## config.mk

```make
export PLATFORM = sky130hd
export DESIGN_NAME = lab_fifo
export DESIGN_NICKNAME = d
export VERILOG_FILES = /design/src/sv/lab_pkg.sv /design/src/sv/lab_fifo.sv
export SDC_FILE = /design/constraint.sdc
export NUM_CORES = 1
export LEC_CHECK = 0
export ABC_AREA = 1
export BUFFER_PORTS_ARGS = -buffer_cell sky130_fd_sc_hd__buf_2
export CORE_ASPECT_RATIO = 0.6
export CORE_UTILIZATION = 40
export DETAILED_ROUTE_END_ITERATION = 7
export GPL_ROUTABILITY_DRIVEN = 0
export MAX_ROUTING_LAYER = met4
export PLACE_DENSITY = 0.63
export SYNTH_ARGS = -nofsm -noshare
export SYNTH_HDL_FRONTEND = slang
export SYNTH_SLANG_ARGS = --single-unit
```

## constraint.sdc

```tcl
create_clock -name clk -period 5.6 [get_ports clk]
set_clock_uncertainty 0.2 [all_clocks]
set_input_delay 0.56 -clock clk [delete_from_list [all_inputs] [get_ports clk]]
set_output_delay 0.56 -clock clk [all_outputs]
set_load 0.005 [all_outputs]
```

## src/sv/lab_pkg.sv

```systemverilog
// Shared types for the look-at basis block: vector and queue item structs.
// Depends on nothing; every other file of the block imports it.
`default_nettype none

package lab_pkg;

    // Number of bits of a normalized magnitude before the square root.
    localparam int E_BITS = 30;

    // Steps of the bit-serial square root and of each quotient.
    localparam int SQRT_STEPS = 32;
    localparam int DIV_STEPS  = 32;

    // Unit magnitude in Q1.30.
    localparam logic [31:0] Q30_ONE = 32'h4000_0000;

    typedef struct packed {
        logic signed [31:0] z;
        logic signed [31:0] y;
        logic signed [31:0] x;
    } vec32_t;

    typedef struct packed {
        logic signed [63:0] z;
        logic signed [63:0] y;
        logic signed [63:0] x;
    } vec64_t;

    // One classified item: the direction to normalize and the up hint.
    typedef struct packed {
        vec32_t dir;
        vec32_t up;
    } item_t;

endpackage

`default_nettype wire

```

## src/sv/lab_fifo.sv

```systemverilog
// Short queue between the front and back parts of the look-at basis block.
// Depends on lab_pkg for the item type.
`default_nettype none

module lab_fifo #(
    parameter int DEPTH = 4
) (
    input  wire logic           clk,
    input  wire logic           rst_n,
    input  wire logic           push,
    input  wire lab_pkg::item_t push_item,
    output logic                full,
    input  wire logic           pop,
    output lab_pkg::item_t      pop_item,
    output logic                empty
);
    import lab_pkg::*;

    localparam int AW = $clog2(DEPTH);
    localparam int CW = $clog2(DEPTH + 1);
    localparam logic [AW-1:0] LAST = AW'(DEPTH - 1);

    item_t          mem [DEPTH];
    logic [AW-1:0]  wr_reg;
    logic [AW-1:0]  wr_next;
    logic [AW-1:0]  rd_reg;
    logic [AW-1:0]  rd_next;
    logic [CW-1:0]  cnt_reg;
    logic [CW-1:0]  cnt_next;

    assign full     = (cnt_reg == CW'(DEPTH));
    assign empty    = (cnt_reg == '0);
    assign pop_item = mem[rd_reg];

    always_comb
    begin
        wr_next  = wr_reg;
        rd_next  = rd_reg;
        cnt_next = cnt_reg;
        if (push)
            wr_next = (wr_reg == LAST) ? '0 : wr_reg + 1'b1;
        if (pop)
            rd_next = (rd_reg == LAST) ? '0 : rd_reg + 1'b1;
        if (push && !pop)
            cnt_next = cnt_reg + 1'b1;
        else if (pop && !push)
            cnt_next = cnt_reg - 1'b1;
    end

    always_ff @(posedge clk or negedge rst_n)
    begin
        if (!rst_n)
        begin
            wr_reg  <= '0;
            rd_reg  <= '0;
            cnt_reg <= '0;
        end
        else
        begin
            wr_reg  <= wr_next;
            rd_reg  <= rd_next;
            cnt_reg <= cnt_next;
        end
    end

    always_ff @(posedge clk)
    begin
        if (push)
            mem[wr_reg] <= push_item;
    end

endmodule

`default_nettype wire

```

==> impl_metrics.tcl <==
set metrics [dict create \
    worstSkewPairLatency_ns 0.60 \
    antenna_found_initial 0 \
    yosys_most_used_dff "sky130_fd_sc_hd__edfxtp_1" \
    crit_path_cell_trace "inv_6 > buf_4 > o211ai_1 > nand2_1 > buf_2" \
    critPathBufInv 3 \
    cts_num_sinks 775 \
    cellPowerDensity_nw_per_um2 468.5 \
    postSynthCellCount 2292 \
    dpl_worst_slack_ns 2.442 \
    dr.pass1.iters 5 \
    final_critical_path_setup_slack_ns 1.803 \
    diodes 0 \
    synth_enable_flop_cells 768 \
    synth_area_per_cell_um2 13.36 \
    synth_commonest_cells "sky130_fd_sc_hd__edfxtp_1 (768), sky130_fd_sc_hd__nand2_1 (592), sky130_fd_sc_hd__inv_1 (396)" \
    initial_core_util_pct 40.47 \
    detailedPlacementHpwl_um 38230 \
    share_of_the_cycle_needed_by_the_critical_path_after_routing_pct 67.81 \
    core_area_um2 75640 \
    drt-wirelength-per-cell_um 17.20 \
    fp.dieArea_um2 77670 \
    worstHoldPathType "in -> async" \
    max_clock_freq_mhz 263.3 \
    ctsHtreeMaxLevel 3 \
    synth_area_leaders "sky130_fd_sc_hd__edfxtp_1 (75%), sky130_fd_sc_hd__o211ai_1 (9.4%), sky130_fd_sc_hd__nand2_1 (7.3%)" \
    grt_setup_unrepaired "no" \
    ys_async_sr_fraction_pct 0.9032 \
    grt_first_pass_wirelength_um 103900 \
    largest_register_ffs 768 \
    post_synth_instance_area_um2 30610 \
    final_layout_size_suffix_gt1_share_pct 17.77 \
    leakagePower_nw 15.07 \
    crit_path_max_fanout 78 \
    yosys_warnings 0 \
    syn-num-nets 2495 \
    synth_top_area_cell "sky130_fd_sc_hd__edfxtp_1" \
    run_status "complete, no violations" \
    drv_cap 0 \
    worstPathArrival_ns 3.04 \
    worst_slew_margin_rel_pct 27.59 \
    cp_slowest_stage_delay_ns 0.70 \
    grt_overflow_total 0 \
    cts_tree "yes" \
    fillerInstances 6324 \
    worst_pin_slew_ns 1.086 \
    place.port_buffers 389 \
    antenna_violating_nets_left 0 \
    clock_path_buffers 3 \
    power_mw 17.67 \
    finalWirelength_um 66950 \
    core.rowCount 78 \
    design.final.nets 3043 \
    clk_tree_root_cell "sky130_fd_sc_hd__clkbuf_16" \
    worst_path_dominant_cell_family "buffers and inverters" \
    slew_viol_final 0 \
    post-route-drc-count 0 \
    syn2layout_area_growth_pct 23.18 \
    grt_start_max_net_pins 171 \
    timing.critical_path.required_ns 4.84 \
    hold_viol_final 0 \
    die_w_um 359.1 \
    seq_total_area_yosys_pct 75.91 \
    yosysMostFrequentCell "sky130_fd_sc_hd__edfxtp_1" \
    die_height_um 216.3 \
    critPathCaptureType "output port" \
    gr-usage-all-layers_pct 17.61 \
    slowest_stage "sky130_fd_sc_hd__dfrtp_4" \
    timing.critical_path.depth 5 \
    timing.setup.critical_path_class "reg -> out" \
    grt_pass1_vias 18900 \
    pin_count 390 \
    vias 18980 \
    number_of_buffers_created_by_cts 72 \
    routed_via_density 4.877 \
    clk_pin_slew_ns 0.06 \
    reg2reg_depth 5 \
    drt_iter0_markers 1230 \
    finalSetupViolCount 0 \
    ys_ff_latch 775 \
    startpoint_type "register" \
    cts.repair.resized 0 \
    yosysUniqueCellTypes 19 \
    post-route-min-period_ns 3.797 \
    synth.top_cell.area_share_pct 75.34 \
    fin_setup_tns_ns 0 \
    vdd_drop_max_uv 314.4 \
]
## worst paths after layout
check | endpoint | slack [ns] | from
max | pop_item[167] | 1.80 | rd_reg[1]
min | cnt_reg[2] | 0.14 | rst_n
max reg2reg | mem[0][189] | 2.98 | wr_reg[0]
min reg2reg | cnt_reg[2] | 0.34 | cnt_reg[2]
max in group asynchronous | rd_reg[1] | 4.88 | rst_n
min in group clk | wr_reg[0] | 0.14 | push
## report_power, final
group | switching (mW) | total [mW] | internal (mW)
logic | 3.43 | 5.23 | 1.81
registers | 0.258 | 7.69 | 7.43
clock network | 2.10 | 4.75 | 2.65
total | 5.78 | 17.7 | 11.9
## worst register-to-register path, delay by kind of cell (launching register included)
| kind | cells | cell delay, ns |
|---|---|---|
| flip-flops | 1 | 0.41 |
| adder cells (fa/ha/maj) | 1 | 0.16 |
| buffers and inverters | 3 | 1.33 |
| AND/OR/NAND/NOR | 1 | 0.12 |
## metal layers
| layer | part of all wire, % | global-route usage (%) | up-vias | wire (µm) |
|---|---|---|---|---|
| li1 | - | - | 9143 | - |
| met2 | 49 | 28.89 | 450 | 32840 |
| met5 | 0 | - | - | 0 |
| met4 | 2.0 | 4.821 | 0 | 1366 |
| met3 | 4.8 | 3.233 | 108 | 3233 |
| met1 | 44 | 22.53 | 9281 | 29510 |
## cell usage in the layout, fill, tap and decap left out
cell type / n
sky130_fd_sc_hd__inv_6: 2
sky130_fd_sc_hd__inv_8: 5
sky130_fd_sc_hd__buf_12: 11
sky130_fd_sc_hd__clkinv_4: 1
sky130_fd_sc_hd__edfxtp_1: 768
sky130_fd_sc_hd__o21ai_0: 4
sky130_fd_sc_hd__buf_2: 389
sky130_fd_sc_hd__buf_4: 7
sky130_fd_sc_hd__clkbuf_16: 75
sky130_fd_sc_hd__inv_1: 391
sky130_fd_sc_hd__clkinv_1: 14
sky130_fd_sc_hd__clkinv_8: 2
sky130_fd_sc_hd__nand3_1: 1
sky130_fd_sc_hd__bufinv_16: 4
sky130_fd_sc_hd__nor2_1: 1
sky130_fd_sc_hd__inv_16: 2
sky130_fd_sc_hd__nand4_1: 1
sky130_fd_sc_hd__dfrtp_4: 1
sky130_fd_sc_hd__clkinvlp_4: 3
sky130_fd_sc_hd__ha_1: 6
sky130_fd_sc_hd__o211ai_1: 384
sky130_fd_sc_hd__clkbuf_1: 12
sky130_fd_sc_hd__fa_1: 1
sky130_fd_sc_hd__clkinv_2: 12
sky130_fd_sc_hd__nand2_1: 592
sky130_fd_sc_hd__dfrtp_1: 6
sky130_fd_sc_hd__xnor2_1: 1
sky130_fd_sc_hd__nor3_1: 2
sky130_fd_sc_hd__dlygate4sd3_1: 194
## per-stage QoR
stage / instances / hold slack, ns / area [µm²] / util [%]
finish: 3892 / 0.1377 / 37710 / 49.85
global route: 3892 / 0.1035 / 37710 / 49.85
detailed placement: 3572 / 0.2082 / 33500 / 44.29
floorplan: 2292 / 0.06441 / 30610 / -
CTS: 3892 / 0.07576 / 37710 / 49.85
global placement: 3572 / 0.2059 / 33500 / 44.29
## what timing repair did
item / in CTS / in global routing
endpoints found under the setup margin: 0 / 0
endpoints found under the hold margin: 776 / 0
setup buffers: 0 / 0
hold buffers: 194 / 0
## layout make-up
| type | count | area (µm²) | share of cell area (%) |
|---|---|---|---|
| clock buffers | 87 | 1922 | 5.097 |
| clock inverters | 39 | 345.3 | 0.9158 |
| inverters | 397 | 1533 | 4.065 |
| multi-input cells | 993 | 5254 | 13.93 |
| flip-flops and latches | 775 | 23240 | 61.64 |
| well taps | 1000 | 1251 | 3.318 |
| repair buffers | 601 | 4161 | 11.04 |
## logic make-up (layout without fill, tap and decap cells)
family | Yosys count | in the layout | synth area share, %
DFF | 775 | 775 | 75.91
and+or+nand+nor | 597 | 597 | 7.341
buffers and inverters | 524 | 1124 | 6.924
AOI/OAI and AO/OA | 388 | 388 | 9.483
adders and majority gates | 7 | 7 | 0.3106
xor gates and xnor gates | 1 | 1 | 0.02862
(Power assumes the default switching activity.)
