[src/sv/lab_pkg.sv]
// Shared types for the look-at basis block: vector and queue item structs.
// Depends on nothing; every other file of the block imports it.
`default_nettype none

package lab_pkg;

    // Number of bits of a normalized magnitude before the square root.
    localparam int E_BITS = 30;

    // Steps of the bit-serial square root and of each quotient.
    localparam int SQRT_STEPS = 32;
    localparam int DIV_STEPS  = 32;

    // Unit magnitude in Q1.30.
    localparam logic [31:0] Q30_ONE = 32'h4000_0000;

    typedef struct packed {
        logic signed [31:0] z;
        logic signed [31:0] y;
        logic signed [31:0] x;
    } vec32_t;

    typedef struct packed {
        logic signed [63:0] z;
        logic signed [63:0] y;
        logic signed [63:0] x;
    } vec64_t;

    // One classified item: the direction to normalize and the up hint.
    typedef struct packed {
        vec32_t dir;
        vec32_t up;
    } item_t;

endpackage

`default_nettype wire

[src/sv/lab_front.sv]
// Front part of the look-at basis block: takes input transfers, forms the
// direction (aim, or target minus eye, saturated) and holds it for the queue.
// Depends on lab_pkg.
`default_nettype none

module lab_front (
    input  wire logic           clk,
    input  wire logic           rst_n,
    input  wire logic           s_tvalid,
    output logic                s_tready,
    input  wire logic [287:0]   s_tdata,
    input  wire logic           s_tuser,
    output logic                out_valid,
    output lab_pkg::item_t      out_item,
    input  wire logic           out_ready
);
    import lab_pkg::*;

    logic          valid_reg;
    logic          valid_next;
    item_t         item_reg;
    item_t         item_next;
    logic signed [31:0] pos [3];
    logic signed [31:0] aim [3];
    logic signed [31:0] dir [3];
    logic signed [32:0] diff [3];

    assign s_tready  = !valid_reg || out_ready;
    assign out_valid = valid_reg;
    assign out_item  = item_reg;

    always_comb
    begin
        for (int i = 0; i < 3; i++)
        begin
            pos[i]  = s_tdata[32*i +: 32];
            aim[i]  = s_tdata[96 + 32*i +: 32];
            diff[i] = 33'(aim[i]) - 33'(pos[i]);
            if (!s_tuser)
                dir[i] = aim[i];
            else if (diff[i][32] != diff[i][31])
                dir[i] = diff[i][32] ? 32'sh8000_0000 : 32'sh7FFF_FFFF;
            else
                dir[i] = diff[i][31:0];
        end
        item_next.dir.x = dir[0];
        item_next.dir.y = dir[1];
        item_next.dir.z = dir[2];
        item_next.up.x  = s_tdata[192 +: 32];
        item_next.up.y  = s_tdata[224 +: 32];
        item_next.up.z  = s_tdata[256 +: 32];
    end

    always_comb
    begin
        valid_next = valid_reg;
        if (s_tvalid && s_tready)
            valid_next = 1'b1;
        else if (out_ready)
            valid_next = 1'b0;
    end

    always_ff @(posedge clk or negedge rst_n)
    begin
        if (!rst_n)
            valid_reg <= 1'b0;
        else
            valid_reg <= valid_next;
    end

    always_ff @(posedge clk)
    begin
        if (s_tvalid && s_tready)
            item_reg <= item_next;
    end

endmodule

`default_nettype wire

[config.mk]
export PLATFORM = sky130hd
export DESIGN_NAME = lab_front
export DESIGN_NICKNAME = d
export VERILOG_FILES = /design/src/sv/lab_pkg.sv /design/src/sv/lab_front.sv
export SDC_FILE = /design/constraint.sdc
export NUM_CORES = 1
export LEC_CHECK = 0
export BUFFER_PORTS_ARGS = -buffer_cell sky130_fd_sc_hd__buf_2
export CORE_AREA = 2 2 191 193
export CTS_CLUSTER_SIZE = 10
export DETAILED_ROUTE_END_ITERATION = 12
export DIE_AREA = 0 0 193 195
export PLACE_DENSITY = 0.74
export SLEW_MARGIN = 20
export SYNTH_ARGS = -nofsm -noshare
export SYNTH_HDL_FRONTEND = slang
export SYNTH_SLANG_ARGS = --single-unit
[constraint.sdc]
create_clock -name clk -period 5.85 [get_ports clk]
set_clock_uncertainty 0.05 [all_clocks]
set_input_delay 1.17 -clock clk [delete_from_list [all_inputs] [get_ports clk]]
set_output_delay 1.17 -clock clk [all_outputs]
set_load 0.05 [all_outputs]
==> out/metrics.cfg, run 1 <==
[status]
status=finished, final reports clean

[placement]
dpl.cell_count=2191
io_buffers=486
routabilityCongestion=0.923
hpwlAfterDp_mm=32.7
dp_slack_ns=0.995
post_dp_cell_area_um2=15900

[worst_setup_path]
critPathRequiredTime_ns=5.99
startpoint_type=input port
crit_path_max_fanout=19
timing.rr.end=out_item[129]
crit_path_start=s_tdata[128]
regToRegSetupSlack_ns=3.74
r2r_start=out_valid
endpoint_kind=flop
worstRegToRegCells=3
arrival_ns=4.47
path_class=input port to flop

[flow_run]
cap_violations=0

[synth]
yosysWarnings=0
ys_seq_area_frac=0.442
syn_nets=1676
synth-edff-count=192
ys.flop_type=edfxtp_1
synth_area_um2=13100
syn_inst=1284
yosys.cell_types.count=84
avgSynthCellArea_um2=10.2
synth-seq-cells=193
async_flop_share=0.00518

[power_and_ir_drop]
p_seq_frac=0.376
power_frac_comb=0.343
powerDensity_nw_per_um2=273
total_power_mw=4.51
power.leakage_nw=7.45
swShare=0.379
power_switching_mw=1.71
pwr-share-clk=0.282
intPower_mw=2.80
peakVddDrop_v=0.000219

[floorplan]
die_h_um=195
coreArea_um2=35400
rows=69
start_util=0.370
dieArea_um2=37600
io_pins=487
die_width_um=193

[clock_tree]
cts_buffer_depth=2
htreeDepth=4
clockRootBuffer=clkbuf_16
cts_sinks=193
cts_resized=0
cts_hold_buf=0
path_clk_slew_ns=0.08
cts_tree=yes
numCtsBuffers=17
clock_latency_ns=0.46
post_cts.repair.setup_buffers=0

[cells_and_area]
final_nets=2141
final_util=0.468
drive_above_1_share=0.323
final_area_um2=16600
area_growth_pct=26.5
final_cells=2229
multiInputGateArea_um2=6590
nFillCells=3318
final-seq-area_um2=5790

[sta]
max-slew-margin-rel=0.314
finalSetupViolCount=0
slew_violations=0
rsz0062_at_grt=false
tightest_slew_ns=1.03
maxClockFrequency_mhz=231
period_minus_slack_ns=4.32
final-hold-violation-count=0
setup_slack_ns=1.53
fin_tns_setup_ns=0
whs_ns=0.414
min_period_over_period=0.739

[global_route]
grt_max_degree=181
grt.total_usage=0.215
antenna_found_initial=14
grt_overflow=0
grt_pass1_wl_mm=62.6
grt_pass1_vias=11700

[routing]
wl_per_cell_um=18.8
firstDrtPassIters=5
drtIter0Drc=598
vias=11900
drc=0
detail-route-antenna-nets=0
vias_per_cell=5.35
postRouteWirelength_mm=41.9

[worst_hold_path]
hold_path_class=input port to asynchronous set/reset pin

==> power groups by stage <==
stage                     clock network, mW  logic (mW)  registers, mW
after floorplan                           0       0.786           2.08
after global placement                    0        1.51           1.73
after detailed placement                  0        1.53           1.73
after CTS                              1.31        1.54           1.70
after global routing                   1.35        1.68           1.70
final                                  1.27        1.55           1.70
==> layer usage <==
metal / vias up / share of wire / GRT usage
li1: 5708 / - / -
met1: 5639 / 0.39 / 0.251
met2: 501 / 0.51 / 0.382
met3: 74 / 0.067 / 0.0395
met4: 8 / 0.029 / 0.0962
met5: - / 0.00098 / 0
==> placed cells by master, fill, tap and decap left out, types with 11 or more instances in the layout <==
master	count
a21oi_1	105
nor2_1	126
xnor2_1	47
nand3_1	21
inv_1	125
nor3_1	18
nand4_1	13
buf_2	486
nand2_1	54
a21o_1	38
o2bb2ai_1	67
nor2b_1	11
a31oi_1	15
a211oi_1	15
nand2b_1	18
xor2_1	26
ha_1	96
edfxtp_1	192
o21ai_0	72
and3_1	13
o21a_1	20
clkbuf_16	17
==> synth_stat cells, types with 11 or more instances <==
library cell	number	share of area
nand2_1	54	0.015
xnor2_1	47	0.031
inv_1	126	0.036
clkbuf_1	23	0.0066
ha_1	96	0.092
a211oi_1	15	0.0086
and3_1	13	0.0062
nand3_1	21	0.0080
a21oi_1	105	0.040
edfxtp_1	192	0.44
a31oi_1	16	0.0076
nor2_1	126	0.036
o21ai_0	72	0.028
xor2_1	26	0.017
nand2b_1	18	0.0086
and2_1	11	0.0053
o2bb2ai_1	67	0.045
nand4_1	13	0.0062
a21o_1	38	0.022
nor2b_1	11	0.0053
nor3_1	18	0.0069
o21a_1	20	0.011
==> kinds of logic after synthesis <==
family / share of synthesized area
adders and majority gates: 0.0986
and+or+nand+nor: 0.113
DFF: 0.442
xor gates and xnor gates: 0.0488
AOI/OAI and AO/OA: 0.236
buffers and inverters: 0.0560
muxes: 0.00497
==> worst max-delay path by stage <==
stage	depth (start not counted)	to	slack (ns)
after floorplan	2	out_item[0]	1.26
after global placement	13	out_item[155]	1.12
after detailed placement	13	out_item[146]	1.0
after CTS	13	out_item[156]	1.49
after global routing	13	out_item[153]	1.21
final	13	out_item[153]	1.53
==> critical path, cell delays in order <==
cell	delay (ns)
buf_2	0.09
inv_1	0.07
ha_1	0.21
inv_1	0.07
fa_1	0.42
a211oi_1	0.31
o21bai_1	0.15
a21boi_2	0.25
a211oi_2	0.13
o221a_2	0.27
o21a_1	0.48
o21ai_4	0.66
o2bb2ai_1	0.16
==> registers in the layout (all words and copies together), names as in the netlist <==
name       cells
out_item     192
out_valid      1
==> area by class of cell <==
class | instances | area share
antenna | 6 | 0.000907
clock buffer | 17 | 0.0257
clock inverter | 15 | 0.0125
inverter | 126 | 0.0286
multi-input combinational | 920 | 0.398
sequential | 193 | 0.350
tap | 461 | 0.0348
timing repair buffer | 491 | 0.150
No activity file was read; power rests on OpenSTA's default activity.
==> run 2, diff against run 1 <==
Settings changed: ABC_AREA set to 1, CORE_AREA 2 2 191 193 to 2 2 188 190, DIE_AREA 0 0 193 195 to 0 0 190 192, PLACE_DENSITY 0.74 to 0.79.
Clock period 5.85 ns to 4.35 ns, I/O delays scaled along.
==> out/metrics.cfg, run 2 <==
[clock_tree]
cts_buffer_depth=2  ; unchanged
numCtsBuffers=17  ; unchanged
htreeDepth=4  ; unchanged
cts_tree=yes
cts_resized=0  ; unchanged
cts_hold_buf=0  ; unchanged
post_cts.repair.setup_buffers=0  ; unchanged
clockRootBuffer=clkbuf_16
cts_sinks=193  ; unchanged
clock_latency_ns=0.46  ; about the same
path_clk_slew_ns=0.08  ; about the same

[power_and_ir_drop]
total_power_mw=6.27  ; +39%
peakVddDrop_v=0.000278  ; +27%
power.leakage_nw=9.16  ; +23%
pwr-share-clk=0.280  ; -0.002
p_seq_frac=0.364  ; -0.012
power_frac_comb=0.356  ; +0.013
swShare=0.407  ; +0.0273
intPower_mw=3.72  ; +33%
power_switching_mw=2.55  ; +49%
powerDensity_nw_per_um2=350  ; +29%

[floorplan]
dieArea_um2=36500  ; -3.1%
start_util=0.416  ; +0.0462
io_pins=487  ; unchanged
die_width_um=190  ; -1.6%
rows=68  ; -1.4%
coreArea_um2=34300  ; -3.1%
die_h_um=192  ; -1.5%

[worst_setup_path]
arrival_ns=3.40  ; -1.07 ns
crit_chain=buf_2, inv_1, ha_1, inv_1, fa_1, nand2_1, nand2_1, nand3_2, nand2_2, nand2_2, nand2_4, nand2_2, nand2_2, nand2_2, nand2_4, nand2_4, nand2_4, inv_2, a21oi_1
crit_path_max_fanout=29  ; +10
path_class=input port to flop
startpoint_type=input port
worstRegToRegCells=2  ; -1
timing.rr.end=out_item[99]
slowest_stage=inv_2
crit_path_start=s_tdata[96]
crit_path_max_incr_delay_ns=0.58  ; -0.08 ns
endpoint_kind=flop
critPathRequiredTime_ns=4.48  ; -1.51 ns
crit_top_cell=nand2_2
regToRegSetupSlack_ns=2.72  ; -1.02 ns
r2r_start=out_valid

[sta]
min_period_over_period=0.753
tightest_slew_ns=0.804  ; -0.225 ns
whs_ns=0.117  ; -0.297 ns
slew_violations=0  ; unchanged
max-slew-margin-rel=0.464  ; +0.150
finalSetupViolCount=0  ; unchanged
fin_tns_setup_ns=0  ; unchanged
final-hold-violation-count=0  ; unchanged
rsz0062_at_grt=false
period_minus_slack_ns=3.27
maxClockFrequency_mhz=305

[synth]
synth_area_um2=14300  ; +9.0%
syn_nets=2252  ; +34%
yosysTopAreaCell=edfxtp_1
yosysTopAreaCellShare=0.404  ; -0.0362
ys_seq_area_frac=0.406  ; -0.0364
synth-edff-count=192  ; unchanged
avgSynthCellArea_um2=7.67  ; -25%
syn_inst=1860  ; +45%
ys.flop_type=edfxtp_1
synth_common_cells=556 x nand2_1, 260 x inv_1, 219 x nor2_1
yosysWarnings=0  ; unchanged
async_flop_share=0.00518  ; unchanged
synth-seq-cells=193  ; unchanged
synth_area_leaders=edfxtp_1 40%, nand2_1 15%, ha_1 8.4%
yosys.cell_types.count=38  ; -55%
synth.most_common_cell=nand2_1

[cells_and_area]
final_area_um2=17900  ; +8.1%
final_nets=2736  ; +28%
mostFrequentLayoutCells=556 x nand2_1, 485 x buf_2, 258 x inv_1
final_common_cell=nand2_1
final_util=0.522  ; +0.0543
drive_above_1_share=0.261  ; -0.0616
area_growth_pct=25.5
largest_reg_flops=192  ; unchanged

[global_route]
grt_overflow=0  ; unchanged
antenna_found_initial=11  ; -3
grt_pass1_wl_mm=74.8  ; +19%
grt_pass1_vias=13800  ; +18%
grt.total_usage=0.269  ; +0.0533
grt_max_degree=111  ; -39%

[routing]
wl_per_cell_um=18.0  ; -4.2%
drc=0  ; unchanged
vias=14500  ; +21%
detail-route-antenna-nets=0  ; unchanged
vias_per_cell=5.14  ; -4.0%
drtIter0Drc=1141  ; +91%
firstDrtPassIters=8  ; +3
postRouteWirelength_mm=50.7  ; +21%

[worst_hold_path]
hold_path_class=input port to asynchronous set/reset pin

[status]
status=finished, final reports clean

[placement]
io_buffers=486  ; unchanged
post_dp_cell_area_um2=17200  ; +8.4%
routabilityCongestion=0.997  ; +8.0%
hpwlAfterDp_mm=41.9  ; +28%

[flow_run]
cap_violations=0  ; unchanged

==> run 2: cell count changes after synthesis, moves of 41 or more <==
cell       change
o21ai_0       -41
o2bb2ai_1     -67
inv_1        +134
a21oi_1       +55
nand2_1      +502
nand3_1       +59
nor2_1        +93
==> run 2: area by class of cell <==
type	count	area [µm²]
diodes	7	17.5
clock buffers	17	425
clock inverters	15	228
fillers	3271	16400
inverters	274	1040
multi-input cells	1363	7280
flip-flops and latches	193	5790
well taps	455	569
repair buffers	495	2550
==> run 2: kinds of logic (layout without fill, tap and decap cells) <==
family	Yosys count	after routing	synth area share
xor gates and xnor gates	60	60	0.0368
adders and majority gates	99	99	0.0884
AOI/OAI and AO/OA	262	262	0.112
other	0	7	0
and+or+nand+nor	942	942	0.272
DFF	193	193	0.406
buffers and inverters	304	801	0.0849
==> run 2: worst max-delay path by stage <==
stage               slack, ns             to  cells past startpoint
floorplan               -0.18    out_item[0]                      2
global placement         0.72  out_item[121]                     19
detailed placement       0.64  out_item[122]                     19
CTS                      1.13  out_item[122]                     19
global route             0.87  out_item[122]                     19
finish                   1.08  out_item[122]                     19
==> run 2: power by group through the flow <==
stage	combinational (mW)	sequential (mW)	clock, mW
floorplan	1.12	2.79	0
finish	2.23	2.28	1.76
global placement	2.18	2.32	0
global route	2.42	2.29	1.85
CTS	2.21	2.28	1.79
detailed placement	2.20	2.32	0
==> run 2: critical path, delay by kind of cell <==
family | cells | cell delay, ns
buf+inv | 4 | 0.81
fa+ha+maj | 2 | 0.56
simple gates | 12 | 0.94
compound gates | 1 | 0.18
==> run 2: per-stage QoR <==
stage / std cells / setup slack (ns)
2_1_floorplan: 1860 / -0.175
3_3_place_gp: 2780 / 0.720
3_5_place_dp: 2780 / 0.645
4_1_cts: 2812 / 1.13
5_1_grt: 2817 / 0.872
6_report: 2819 / 1.08
==> run 2: layer usage <==
metal / vias to the layer above / routed length [µm] / track usage / part of all wire
li1: 7016 / - / - / -
met1: 6701 / 20100 / 0.326 / 0.40
met2: 661 / 24700 / 0.464 / 0.49
met3: 103 / 3890 / 0.0477 / 0.077
met4: 6 / 2030 / 0.125 / 0.040
met5: - / 33 / 0 / 0.00065
